`src/cie_pkg.sv`:
```
// ----------------------------------------------------------------------------
// cie_pkg
// Shared types and constants for the 6502 execute unit.
// ----------------------------------------------------------------------------
`default_nettype none
package cie_pkg;

    localparam int QUEUE_DEPTH = 2;
    localparam int IN_W        = 64;
    localparam int OUT_W       = 88;

    localparam logic [15:0] BREAK_RESET = 16'hFFFE;
    localparam logic [15:0] START_RESET = 16'h0000;
    localparam logic [7:0]  SP_RESET    = 8'hFD;
    localparam logic [7:0]  P_RESET     = 8'h24;
    localparam logic [7:0]  STACK_PAGE  = 8'h01;

    localparam int FC = 0;
    localparam int FZ = 1;
    localparam int FI = 2;
    localparam int FD = 3;
    localparam int FB = 4;
    localparam int FU = 5;
    localparam int FV = 6;
    localparam int FN = 7;

    localparam logic CFG_BREAK_TARGET = 1'b0;
    localparam logic CFG_START_PC     = 1'b1;

    typedef enum logic [5:0] {
        OP_XXX, OP_ADC, OP_AND, OP_ASL, OP_BCC, OP_BCS, OP_BEQ, OP_BMI,
        OP_BNE, OP_BPL, OP_BVC, OP_BVS, OP_BIT, OP_BRK, OP_CLC, OP_CLD,
        OP_CLI, OP_CLV, OP_NOP, OP_PHA, OP_PLA, OP_PHP, OP_PLP, OP_RTI,
        OP_RTS, OP_SEC, OP_SED, OP_SEI, OP_TAX, OP_TXA, OP_TAY, OP_TYA,
        OP_TSX, OP_TXS, OP_CMP, OP_CPX, OP_CPY, OP_DEC, OP_DEX, OP_DEY,
        OP_INX, OP_INY, OP_EOR, OP_INC, OP_JMP, OP_JSR, OP_LDA, OP_LDX,
        OP_LDY, OP_LSR, OP_ORA, OP_ROL, OP_ROR, OP_SBC, OP_STA, OP_STX,
        OP_STY
    } t_func;

    // decoded instruction as it sits in the queue
    typedef struct packed {
        logic [5:0]  func;
        logic        accm;
        logic [7:0]  operand;
        logic [15:0] ea;
        logic [1:0]  len;
        logic [2:0]  base_cyc;
        logic [2:0]  taken_cyc;
        logic [7:0]  s1;
        logic [7:0]  s2;
        logic [7:0]  s3;
        logic [1:0]  nwr;       // memory/stack writes when running
        logic        branch;
    } t_item;

endpackage
`default_nettype wire

```
`src/cie_front.sv`:
```
// ----------------------------------------------------------------------------
// cie_front
// Accepts instruction transactions and classifies them for the queue.
// ----------------------------------------------------------------------------
`default_nettype none
module cie_front (
    input  wire logic [cie_pkg::IN_W-1:0] i_tdata,
    output cie_pkg::t_item                o_item
);
    import cie_pkg::*;

    logic [5:0] w_func;

    assign w_func = i_tdata[5:0];

    always_comb begin
        o_item           = '0;
        o_item.func      = w_func;
        o_item.accm      = i_tdata[6];
        o_item.operand   = i_tdata[14:7];
        o_item.ea        = i_tdata[30:15];
        o_item.len       = i_tdata[32:31];
        o_item.base_cyc  = i_tdata[35:33];
        o_item.taken_cyc = i_tdata[38:36];
        o_item.s1        = i_tdata[46:39];
        o_item.s2        = i_tdata[54:47];
        o_item.s3        = i_tdata[62:55];
        case (w_func)
            OP_BRK: o_item.nwr = 2'd3;
            OP_JSR: o_item.nwr = 2'd2;
            OP_PHA, OP_PHP, OP_DEC, OP_INC, OP_STA, OP_STX, OP_STY: o_item.nwr = 2'd1;
            OP_ASL, OP_LSR, OP_ROL, OP_ROR: o_item.nwr = {1'b0, ~i_tdata[6]};
            default: o_item.nwr = 2'd0;
        endcase
        case (w_func)
            OP_BCC, OP_BCS, OP_BEQ, OP_BMI, OP_BNE, OP_BPL, OP_BVC, OP_BVS:
                o_item.branch = 1'b1;
            default: o_item.branch = 1'b0;
        endcase
    end

endmodule
`default_nettype wire

```
`src/cie_fifo.sv`:
```
// ----------------------------------------------------------------------------
// cie_fifo
// Short queue of decoded instructions between front and back.
// ----------------------------------------------------------------------------
`default_nettype none
module cie_fifo #(
    parameter int DEPTH = cie_pkg::QUEUE_DEPTH
) (
    input  wire logic           i_clk,
    input  wire logic           i_rst_n,
    input  wire logic           i_push,
    input  cie_pkg::t_item      i_item,
    output logic                o_full,
    input  wire logic           i_pop,
    output logic                o_empty,
    output cie_pkg::t_item      o_item
);
    import cie_pkg::*;

    localparam int PW = (DEPTH > 1) ? $clog2(DEPTH) : 1;
    localparam int CW = $clog2(DEPTH + 1);

    t_item         r_mem [DEPTH];
    logic [PW-1:0] r_wp, r_rp;
    logic [CW-1:0] r_cnt;
    logic          w_push, w_pop;

    assign o_full  = (r_cnt == CW'(DEPTH));
    assign o_empty = (r_cnt == '0);
    assign w_push  = i_push && !o_full;
    assign w_pop   = i_pop && !o_empty;
    assign o_item  = r_mem[r_rp];

    always_ff @(posedge i_clk) begin
        if (!i_rst_n) begin
            r_wp  <= '0;
            r_rp  <= '0;
            r_cnt <= '0;
        end else begin
            if (w_push) r_wp <= (r_wp == PW'(DEPTH - 1)) ? '0 : r_wp + 1'b1;
            if (w_pop)  r_rp <= (r_rp == PW'(DEPTH - 1)) ? '0 : r_rp + 1'b1;
            r_cnt <= r_cnt + CW'(w_push) - CW'(w_pop);
        end
        if (w_push) r_mem[r_wp] <= i_item;
    end

    a_no_overflow: assert property (@(posedge i_clk) disable iff (!i_rst_n)
        r_cnt <= CW'(DEPTH)) else $error("queue count beyond depth");
    a_count_track: assert property (@(posedge i_clk) disable iff (!i_rst_n)
        (w_push && !w_pop) |=> r_cnt == $past(r_cnt) + 1'b1)
        else $error("queue count lost a push");
    a_pop_track: assert property (@(posedge i_clk) disable iff (!i_rst_n)
        (w_pop && !w_push) |=> r_cnt == $past(r_cnt) - 1'b1)
        else $error("queue count lost a pop");

endmodule
`default_nettype wire

```
`src/cie_back.sv`:
```
// ----------------------------------------------------------------------------
// cie_back
// Register file and ALU; executes one instruction and emits its results.
// ----------------------------------------------------------------------------
`default_nettype none
module cie_back (
    input  wire logic                      i_clk,
    input  wire logic                      i_rst_n,
    input  wire logic                      i_cfg_we,
    input  wire logic                      i_cfg_idx,
    input  wire logic [15:0]               i_cfg_wdata,
    input  wire logic                      i_empty,
    input  cie_pkg::t_item                 i_item,
    output logic                           o_pop,
    output logic                           o_tvalid,
    input  wire logic                      i_tready,
    output logic [cie_pkg::OUT_W-1:0]      o_tdata,
    output logic                           o_tlast
);
    import cie_pkg::*;

    logic [15:0] r_brk, r_pc, n_pc;
    logic [7:0]  r_a, r_x, r_y, r_sp, r_p, n_a, n_x, n_y, n_sp, n_p;
    logic        r_run, n_run;
    logic        r_busy;
    logic [1:0]  r_cnt, r_idx, n_cnt;
    logic [2:0]  r_wait, n_wait;
    logic [15:0] r_wa [3];
    logic [7:0]  r_wd [3];
    logic [15:0] n_wa [3];
    logic [7:0]  n_wd [3];
    logic        w_last, w_fire, w_take, w_we, w_cond;
    logic [8:0]  w_sum;
    logic [7:0]  w_addend, w_cmp_reg, w_diff, w_v, w_r;
    logic [15:0] w_ret;
    logic [1:0]  w_n;

    function automatic logic [7:0] set_nz(input logic [7:0] p, input logic [7:0] v);
        set_nz = p;
        set_nz[FZ] = (v == 8'h00);
        set_nz[FN] = v[7];
    endfunction

    assign w_n    = (r_cnt == 2'd0) ? 2'd1 : r_cnt;
    assign w_last = (r_idx == w_n - 2'd1);
    assign w_fire = o_tvalid && i_tready;
    assign w_take = !i_empty && (!r_busy || (w_fire && w_last));
    assign o_pop  = w_take;
    assign o_tvalid = r_busy;
    assign o_tlast  = w_last;
    assign w_we     = (r_idx < r_cnt);

    always_comb begin
        o_tdata        = '0;
        o_tdata[0]     = w_we;
        o_tdata[16:1]  = w_we ? r_wa[r_idx] : 16'h0000;
        o_tdata[24:17] = w_we ? r_wd[r_idx] : 8'h00;
        if (w_last) begin
            o_tdata[40:25] = r_pc;
            o_tdata[48:41] = r_p;
            o_tdata[56:49] = r_a;
            o_tdata[64:57] = r_x;
            o_tdata[72:65] = r_y;
            o_tdata[80:73] = r_sp;
            o_tdata[83:81] = r_wait;
            o_tdata[84]    = !r_run;
        end
    end

    // execute
    always_comb begin
        n_a = r_a; n_x = r_x; n_y = r_y; n_sp = r_sp; n_p = r_p; n_run = r_run;
        n_wait = i_item.base_cyc;
        n_pc   = r_pc + {14'd0, i_item.len};
        n_cnt  = i_item.nwr;
        w_addend  = (i_item.func == OP_SBC) ? ~i_item.operand : i_item.operand;
        w_sum     = {1'b0, r_a} + {1'b0, w_addend} + {8'd0, r_p[FC]};
        case (i_item.func)
            OP_CPX:  w_cmp_reg = r_x;
            OP_CPY:  w_cmp_reg = r_y;
            default: w_cmp_reg = r_a;
        endcase
        w_diff = w_cmp_reg - i_item.operand;
        w_v    = i_item.accm ? r_a : i_item.operand;
        w_r    = 8'h00;
        w_ret  = (i_item.func == OP_BRK) ? r_pc + 16'd2 : r_pc + {14'd0, i_item.len} - 16'd1;
        n_wa[0] = {STACK_PAGE, r_sp};
        n_wa[1] = {STACK_PAGE, r_sp - 8'd1};
        n_wa[2] = {STACK_PAGE, r_sp - 8'd2};
        n_wd[0] = w_ret[15:8];
        n_wd[1] = w_ret[7:0];
        n_wd[2] = r_p | 8'h30;
        case (i_item.func)
            OP_BCC:  w_cond = !r_p[FC];
            OP_BCS:  w_cond = r_p[FC];
            OP_BEQ:  w_cond = r_p[FZ];
            OP_BMI:  w_cond = r_p[FN];
            OP_BNE:  w_cond = !r_p[FZ];
            OP_BPL:  w_cond = !r_p[FN];
            OP_BVC:  w_cond = !r_p[FV];
            default: w_cond = r_p[FV];
        endcase
        if (!r_run) begin
            n_wait = 3'd0;
            n_pc   = r_pc;
            n_cnt  = 2'd0;
        end else begin
            case (i_item.func)
                OP_XXX: n_run = 1'b0;
                OP_ADC, OP_SBC: begin
                    n_a = w_sum[7:0];
                    n_p = set_nz(r_p, w_sum[7:0]);
                    n_p[FC] = w_sum[8];
                    n_p[FV] = ~(r_a[7] ^ w_addend[7]) & (r_a[7] ^ w_sum[7]);
                end
                OP_AND: begin n_a = r_a & i_item.operand; n_p = set_nz(r_p, n_a); end
                OP_EOR: begin n_a = r_a ^ i_item.operand; n_p = set_nz(r_p, n_a); end
                OP_ORA: begin n_a = r_a | i_item.operand; n_p = set_nz(r_p, n_a); end
                OP_ASL, OP_LSR, OP_ROL, OP_ROR: begin
                    case (i_item.func)
                        OP_ASL:  w_r = {w_v[6:0], 1'b0};
                        OP_LSR:  w_r = {1'b0, w_v[7:1]};
                        OP_ROL:  w_r = {w_v[6:0], r_p[FC]};
                        default: w_r = {r_p[FC], w_v[7:1]};
                    endcase
                    n_p = set_nz(r_p, w_r);
                    n_p[FC] = (i_item.func == OP_ASL || i_item.func == OP_ROL) ? w_v[7] : w_v[0];
                    if (i_item.accm) n_a = w_r;
                    n_wa[0] = i_item.ea;
                    n_wd[0] = w_r;
                end
                OP_BIT: begin
                    n_p[FZ] = ((i_item.operand & r_a) == 8'h00);
                    n_p[FV] = i_item.operand[6];
                    n_p[FN] = i_item.operand[7];
                end
                OP_BRK: begin
                    n_sp = r_sp - 8'd3;
                    n_p  = r_p | 8'h14;
                    n_pc = r_brk;
                end
                OP_CLC: n_p[FC] = 1'b0;
                OP_CLD: n_p[FD] = 1'b0;
                OP_CLI: n_p[FI] = 1'b0;
                OP_CLV: n_p[FV] = 1'b0;
                OP_SEC: n_p[FC] = 1'b1;
                OP_SED: n_p[FD] = 1'b1;
                OP_SEI: n_p[FI] = 1'b1;
                OP_PHA: begin n_sp = r_sp - 8'd1; n_wd[0] = r_a; end
                OP_PHP: begin n_sp = r_sp - 8'd1; n_wd[0] = r_p | 8'h10; end
                OP_PLA: begin
                    n_sp = r_sp + 8'd1; n_a = i_item.s1; n_p = set_nz(r_p, i_item.s1);
                end
                OP_PLP: begin n_sp = r_sp + 8'd1; n_p = (i_item.s1 & 8'hEF) | 8'h20; end
                OP_RTI: begin
                    n_sp = r_sp + 8'd3;
                    n_p  = (i_item.s1 & 8'hEF) | 8'h20;
                    n_pc = {i_item.s3, i_item.s2};
                end
                OP_RTS: begin
                    n_sp = r_sp + 8'd2;
                    n_pc = {i_item.s2, i_item.s1} + 16'd1;
                end
                OP_TAX: begin n_x = r_a; n_p = set_nz(r_p, r_a); end
                OP_TXA: begin n_a = r_x; n_p = set_nz(r_p, r_x); end
                OP_TAY: begin n_y = r_a; n_p = set_nz(r_p, r_a); end
                OP_TYA: begin n_a = r_y; n_p = set_nz(r_p, r_y); end
                OP_TSX: begin n_x = r_sp; n_p = set_nz(r_p, r_sp); end
                OP_TXS: n_sp = r_x;
                OP_CMP, OP_CPX, OP_CPY: begin
                    n_p = set_nz(r_p, w_diff);
                    n_p[FC] = (w_cmp_reg >= i_item.operand);
                end
                OP_DEC, OP_INC: begin
                    w_r = (i_item.func == OP_DEC) ? i_item.operand - 8'd1
                                                  : i_item.operand + 8'd1;
                    n_p = set_nz(r_p, w_r);
                    n_wa[0] = i_item.ea;
                    n_wd[0] = w_r;
                end
                OP_DEX: begin n_x = r_x - 8'd1; n_p = set_nz(r_p, n_x); end
                OP_DEY: begin n_y = r_y - 8'd1; n_p = set_nz(r_p, n_y); end
                OP_INX: begin n_x = r_x + 8'd1; n_p = set_nz(r_p, n_x); end
                OP_INY: begin n_y = r_y + 8'd1; n_p = set_nz(r_p, n_y); end
                OP_JMP: n_pc = i_item.ea;
                OP_JSR: begin n_sp = r_sp - 8'd2; n_pc = i_item.ea; end
                OP_LDA: begin n_a = i_item.operand; n_p = set_nz(r_p, n_a); end
                OP_LDX: begin n_x = i_item.operand; n_p = set_nz(r_p, n_x); end
                OP_LDY: begin n_y = i_item.operand; n_p = set_nz(r_p, n_y); end
                OP_STA: begin n_wa[0] = i_item.ea; n_wd[0] = r_a; end
                OP_STX: begin n_wa[0] = i_item.ea; n_wd[0] = r_x; end
                OP_STY: begin n_wa[0] = i_item.ea; n_wd[0] = r_y; end
                default: ;
            endcase
            if (i_item.branch && w_cond) begin
                n_pc   = i_item.ea;
                n_wait = i_item.taken_cyc;
            end
        end
    end

    always_ff @(posedge i_clk) begin
        if (!i_rst_n) begin
            r_brk  <= BREAK_RESET;
            r_pc   <= START_RESET;
            r_a    <= '0;
            r_x    <= '0;
            r_y    <= '0;
            r_sp   <= SP_RESET;
            r_p    <= P_RESET;
            r_run  <= 1'b1;
            r_busy <= 1'b0;
            r_cnt  <= '0;
            r_idx  <= '0;
            r_wait <= '0;
        end else begin
            if (i_cfg_we) begin
                if (i_cfg_idx == CFG_BREAK_TARGET) r_brk <= i_cfg_wdata;
                else r_pc <= i_cfg_wdata;
            end
            if (w_take) begin
                r_a <= n_a; r_x <= n_x; r_y <= n_y; r_sp <= n_sp;
                r_p <= n_p; r_pc <= n_pc; r_run <= n_run;
                r_wait <= n_wait;
                r_cnt  <= n_cnt;
                r_idx  <= '0;
                r_busy <= 1'b1;
            end else if (w_fire) begin
                if (w_last) r_busy <= 1'b0;
                else r_idx <= r_idx + 2'd1;
            end
        end
        if (w_take) begin
            r_wa <= n_wa;
            r_wd <= n_wd;
        end
    end

    a_halt_sticks: assert property (@(posedge i_clk) disable iff (!i_rst_n)
        !r_run |=> !r_run) else $error("halt released without reset");
    a_idx_range: assert property (@(posedge i_clk) disable iff (!i_rst_n)
        r_busy |-> r_idx < w_n) else $error("result index past count");
    a_take_only_free: assert property (@(posedge i_clk) disable iff (!i_rst_n)
        (r_busy && !(w_fire && w_last)) |-> !w_take)
        else $error("new instruction taken over pending results");
    a_hold_stall: assert property (@(posedge i_clk) disable iff (!i_rst_n)
        (o_tvalid && !i_tready) |=> o_tvalid && $stable(r_idx))
        else $error("stalled result dropped");

endmodule
`default_nettype wire

```
`src/cpu6502_instruction_execute_unit.sv`:
```
// ----------------------------------------------------------------------------
// cpu6502_instruction_execute_unit
// 6502 execute unit: decode front, instruction queue, execute back.
// ----------------------------------------------------------------------------
// channel   dir  fields (tdata low bit up)
// s_axis    in   func, accumulator_mode, operand_byte, effective_address,
//                instr_length, base_cycles, taken_cycles, stack_first..third
// m_axis    out  write_enable, write_address, write_data, next_pc,
//                status_flags, accumulator, index_x, index_y, stack_pointer,
//                instr_cycles, halted; tlast = last
// cfg       in   index 0 break_target, index 1 start_pc
//
// One instruction per cycle while m_axis is ready; BRK, JSR send one result
// per stack write (3, 2). The back registers results in its output buffer;
// the queue (two entries by default) accepts until full while output stalls.
// Synchronous active-low reset; no clearing pass.
`default_nettype none
module cpu6502_instruction_execute_unit #(
    parameter int QDEPTH = cie_pkg::QUEUE_DEPTH
) (
    input  wire logic                      i_clk,
    input  wire logic                      i_rst_n,
    input  wire logic                      i_cfg_we,
    input  wire logic                      i_cfg_idx,
    input  wire logic [15:0]               i_cfg_wdata,
    input  wire logic                      i_s_axis_tvalid,
    output logic                           o_s_axis_tready,
    // func, accumulator_mode, operand_byte, effective_address, instr_length,
    // base_cycles, taken_cycles, stack_first, stack_second, stack_third
    input  wire logic [cie_pkg::IN_W-1:0]  i_s_axis_tdata,
    output logic                           o_m_axis_tvalid,
    input  wire logic                      i_m_axis_tready,
    // write_enable, write_address, write_data, next_pc, status_flags,
    // accumulator, index_x, index_y, stack_pointer, instr_cycles, halted
    output logic [cie_pkg::OUT_W-1:0]      o_m_axis_tdata,
    output logic                           o_m_axis_tlast
);
    import cie_pkg::*;

    t_item w_dec, w_head;
    logic  w_full, w_empty, w_pop;

    assign o_s_axis_tready = !w_full;

    cie_front u_front (
        .i_tdata (i_s_axis_tdata),
        .o_item  (w_dec)
    );

    cie_fifo #(.DEPTH(QDEPTH)) u_fifo (
        .i_clk   (i_clk),
        .i_rst_n (i_rst_n),
        .i_push  (i_s_axis_tvalid),
        .i_item  (w_dec),
        .o_full  (w_full),
        .i_pop   (w_pop),
        .o_empty (w_empty),
        .o_item  (w_head)
    );

    cie_back u_back (
        .i_clk       (i_clk),
        .i_rst_n     (i_rst_n),
        .i_cfg_we    (i_cfg_we),
        .i_cfg_idx   (i_cfg_idx),
        .i_cfg_wdata (i_cfg_wdata),
        .i_empty     (w_empty),
        .i_item      (w_head),
        .o_pop       (w_pop),
        .o_tvalid    (o_m_axis_tvalid),
        .i_tready    (i_m_axis_tready),
        .o_tdata     (o_m_axis_tdata),
        .o_tlast     (o_m_axis_tlast)
    );

endmodule
`default_nettype wire
```
`config.mk`:
```
export PLATFORM = sky130hd
export DESIGN_NAME = cpu6502_instruction_execute_unit
export DESIGN_NICKNAME = d
export VERILOG_FILES = /design/src/cie_pkg.sv /design/src/cie_front.sv /design/src/cie_fifo.sv /design/src/cie_back.sv /design/src/cpu6502_instruction_execute_unit.sv
export SDC_FILE = /design/constraint.sdc
export NUM_CORES = 1
export LEC_CHECK = 0
export BUFFER_PORTS_ARGS = -buffer_cell sky130_fd_sc_hd__buf_2
export CAP_MARGIN = 20
export CORE_UTILIZATION = 40
export DETAILED_ROUTE_END_ITERATION = 8
export GPL_TIMING_DRIVEN = 1
export PLACE_DENSITY = 0.56
export RECOVER_POWER = 50
export REMOVE_ABC_BUFFERS = 1
export SYNTH_ARGS = -nofsm -noshare
export SYNTH_HDL_FRONTEND = slang
export SYNTH_SLANG_ARGS = --single-unit
```
`constraint.sdc`:
```
create_clock -name i_clk -period 10.9 [get_ports i_clk]
set_input_delay 0.545 -clock i_clk [delete_from_list [all_inputs] [get_ports i_clk]]
set_output_delay 0.545 -clock i_clk [all_outputs]
set_load 0.02 [all_outputs]
```
==> run_results.csv <==
group,metric,value,unit
drt,vias_per_cell,6.22,
synth,synth_cells,1993,
sta,max_slew_margin,-1.12,
worst_setup_path,r2r_end,"u_back.r_p[1]",
cells_and_area,area_growth,12.7,%
drt,initialDrtViolationCount,2059,
min_path,worstHoldPathCells,1,
sta,setup_viol,0,
synth,synth_top_cell_by_area,"edfxtp_1",
synth,synth-edff-count,186,
drt,route.detailed.drc,0,
die,core.rowCount,78,
synth,ys_seq_area_frac,0.395,
worst_setup_path,worstSetupPathType,"reg2reg",
synth,avgSynthCellArea,9.29,um^2
min_path,holdCritStartpoint,"i_s_axis_tdata[27]",
synth,yosys-top-cells-count,"nand2_1, edfxtp_1, nor2_1",
cells_and_area,antenna_cells,0,
outcome,outcome,"finished with violations",
placed_design,dp_hpwl,51.1,mm
clocking,clk_pin_slew,0.06,ns
power,irDropWorstVdd,0.000158,V
synth,synth_top_area_share,0.302,
worst_setup_path,cp.required,11.38,ns
clocking,cts_hold_buf,0,
drt,vias,17000,
sta,hold_viol_final,0,
synth,synth.most_common_cell,"nand2_1",
power,power_density,254,nW/um^2
sta,finClkSkew,0.0211,ns
die,die_x,217,um
clocking,cts_max_level,2,
clocking,cts_post_setup_buffers_inserted,0,
sta,holdWs,0.167,ns
worst_setup_path,worst-path-max-fanout,51,
worst_setup_path,worst_ep_arrival_time,5.73,ns
sta,finalMaxSlewViolations,183,
synth,yosysUniqueCellTypes,100,
sta,timing.fmax,0.191,GHz
placed_design,place_area,19800,um^2
power,p_leak,8.04,nW
sta,tightest_slew,3.19,ns
worst_setup_path,r2r_slack,5.65,ns
drt,firstDrtPassIters,6,
clocking,insertion_delay,0.57,ns
clocking,cts_resized,0,
drt,final_antenna_net_count,0,
sta,rsz0062_at_grt,"no",
worst_setup_path,worstRegToRegCells,13,
global_routing,grt_use_total,0.293,
sta,tns,0,ns
die,die_area,47200,um^2
die,initial_utilization,0.407,
clocking,cts_sinks,272,
min_path,hp-class,"in2reg",
global_routing,grt_max_degree,66,
synth,synth_area_leaders,"edfxtp_1, dfxtp_1, ha_1",
flow_run,drv_cap,4,
cells_and_area,nNetsFinal,2268,
synth,synth_flop_cell,"edfxtp_1",
die,core,45500,um^2
min_path,worstHoldEndpoint,"u_fifo.r_mem[1][47]",
drt,wl,70.0,mm
global_routing,grt_pass1_vias,16100,
die,die_h,217,um
placed_design,port_buffers,172,
power,total_power,5.30,mW
worst_setup_path,cp-start-kind,"flop",
outcome,failed_checks,"max-capacitance violations, max-slew violations",
cells_and_area,final_cells,2731,
synth,synthesis.area,18500,um^2
synth,ys_ff_latch,272,
clocking,cts_tree,"done",
sta,post-route-min-period,5.25,ns
placed_design,globalplace.congestion,0.993,
clocking,cts_root_buf,"clkbuf_16",
clocking,cts_buffers,34,
sta,fin_crit_sh,0.482,
drt,wire_per_inst,25.6,um
global_routing,grt_first_pass_wirelength,104,mm
die,io_pins,177,
global_routing,grt_antenna_before_repair,0,
synth,async_reset_ff_frac,0,
placed_design,dpl.cell_count,2668,
global_routing,grt_overflow_total,0,
cells_and_area,drive_gt1_frac,0.137,
synth,yosysWarnings,0,
worst_setup_path,cp-end-kind,"flop",
cells_and_area,fill_cells,4519,
cells_and_area,stdcell_area,20900,um^2
clocking,cts_max_path_buffers,3,
[flip-flops by register name, indices dropped and copies added (netlist names), named ones only]
name / count
u_back.r_wd: 22
u_back.r_wa: 32
u_back.o_tvalid: 1
u_back.r_idx: 2
u_fifo.r_cnt: 2
u_back.r_run: 1
u_back.r_a: 8
u_back.r_sp: 8
u_fifo.r_rp: 1
u_back.r_y: 8
u_fifo.r_mem: 132
u_back.r_x: 8
u_back.r_pc: 16
u_back.r_cnt: 2
u_fifo.r_wp: 1
u_back.r_p: 8
u_back.r_wait: 3
u_back.r_brk: 16
[metal layers]
metal  track usage  routed length (um)  part of all wire  up-vias
met5             0                   0                 0        -
met4         0.107                2370             0.034        0
met3        0.0393                5530             0.079      120
met1         0.430               32000              0.46     8375
li1              -                   -                 -     7731
met2         0.437               30100              0.43      771
[metrics by stage]
stage	utilization	setup slack, ns
global route	0.459	5.40
floorplan	-	3.94
global placement	0.436	5.85
finish	0.459	5.65
CTS	0.460	5.80
detailed placement	0.436	5.84
[power breakdown]
group	internal [mW]	switching [mW]	total [mW]	leakage (nW)
sequential	1.39	0.269	1.66	2.41
combinational	0.898	1.63	2.52	5.11
clock	0.644	0.479	1.12	0.524
[layout make-up]
class	instances	area, um^2	share of cell area
multi-input combinational	1515	10300	0.495
inverter	62	235	0.0113
timing repair buffer	220	1160	0.0555
clock buffer	47	910	0.0436
clock inverter	15	176	0.00846
tap	600	751	0.0360
sequential	272	7310	0.350
[layout by cell type, fill, tap and decap left out, types with 18 or more instances in the layout]
cell	Yosys	routed
nand4_1	19	19
nor2_1	141	140
a222oi_1	21	21
inv_1	59	58
nand3_1	91	91
nor3_1	53	52
or3_1	18	18
ha_1	71	71
buf_4	12	45
xnor2_1	63	63
o22ai_1	24	24
and2_1	57	55
a22oi_1	26	26
o211ai_1	20	20
dfxtp_1	86	85
edfxtp_1	186	186
a221oi_1	24	24
and3_1	23	23
o211a_1	20	20
nand2_1	197	197
buf_2	19	130
mux2i_1	70	70
xor2_1	44	44
a21oi_1	108	108
o221ai_1	24	24
mux2_2	23	23
clkbuf_16	0	34
clkbuf_1	97	57
o21ai_0	92	92
[critical path, stage by stage (launching register included)]
cell and delay (ns):
dfxtp_4 0.54, or3b_1 0.61, a22oi_2 0.48, nand2_1 0.45, xnor2_1 0.28, fa_1 0.51
a211oi_1 0.43, o21ai_0 0.25, a21o_1 0.20, a21oi_1 0.24, xnor2_1 0.20, nor4_1 0.60
a211oi_1 0.16, a31oi_1 0.19
[cell families after synthesis]
group,Yosys count,share of synthesized area
xor+xnor,107,0.0506
simple gates,703,0.190
buf+inv,208,0.0491
flops,272,0.395
mux,101,0.0597
fa+ha+maj,77,0.0544
other cells,1,0.000202
compound gates,524,0.201
[worst max path at each step]
| stage | start | to | slack, ns | cells past startpoint |
|---|---|---|---|---|
| global route | flop | u_back.r_p[1] | 5.40 | 13 |
| floorplan | flop | u_back.r_pc[8] | 3.94 | 7 |
| global placement | flop | u_back.r_p[1] | 5.85 | 13 |
| CTS | flop | u_back.r_p[1] | 5.80 | 14 |
| finish | flop | u_back.r_p[1] | 5.65 | 13 |
| detailed placement | flop | u_back.r_p[1] | 5.84 | 14 |
No activity file was read; power rests on OpenSTA's default activity.
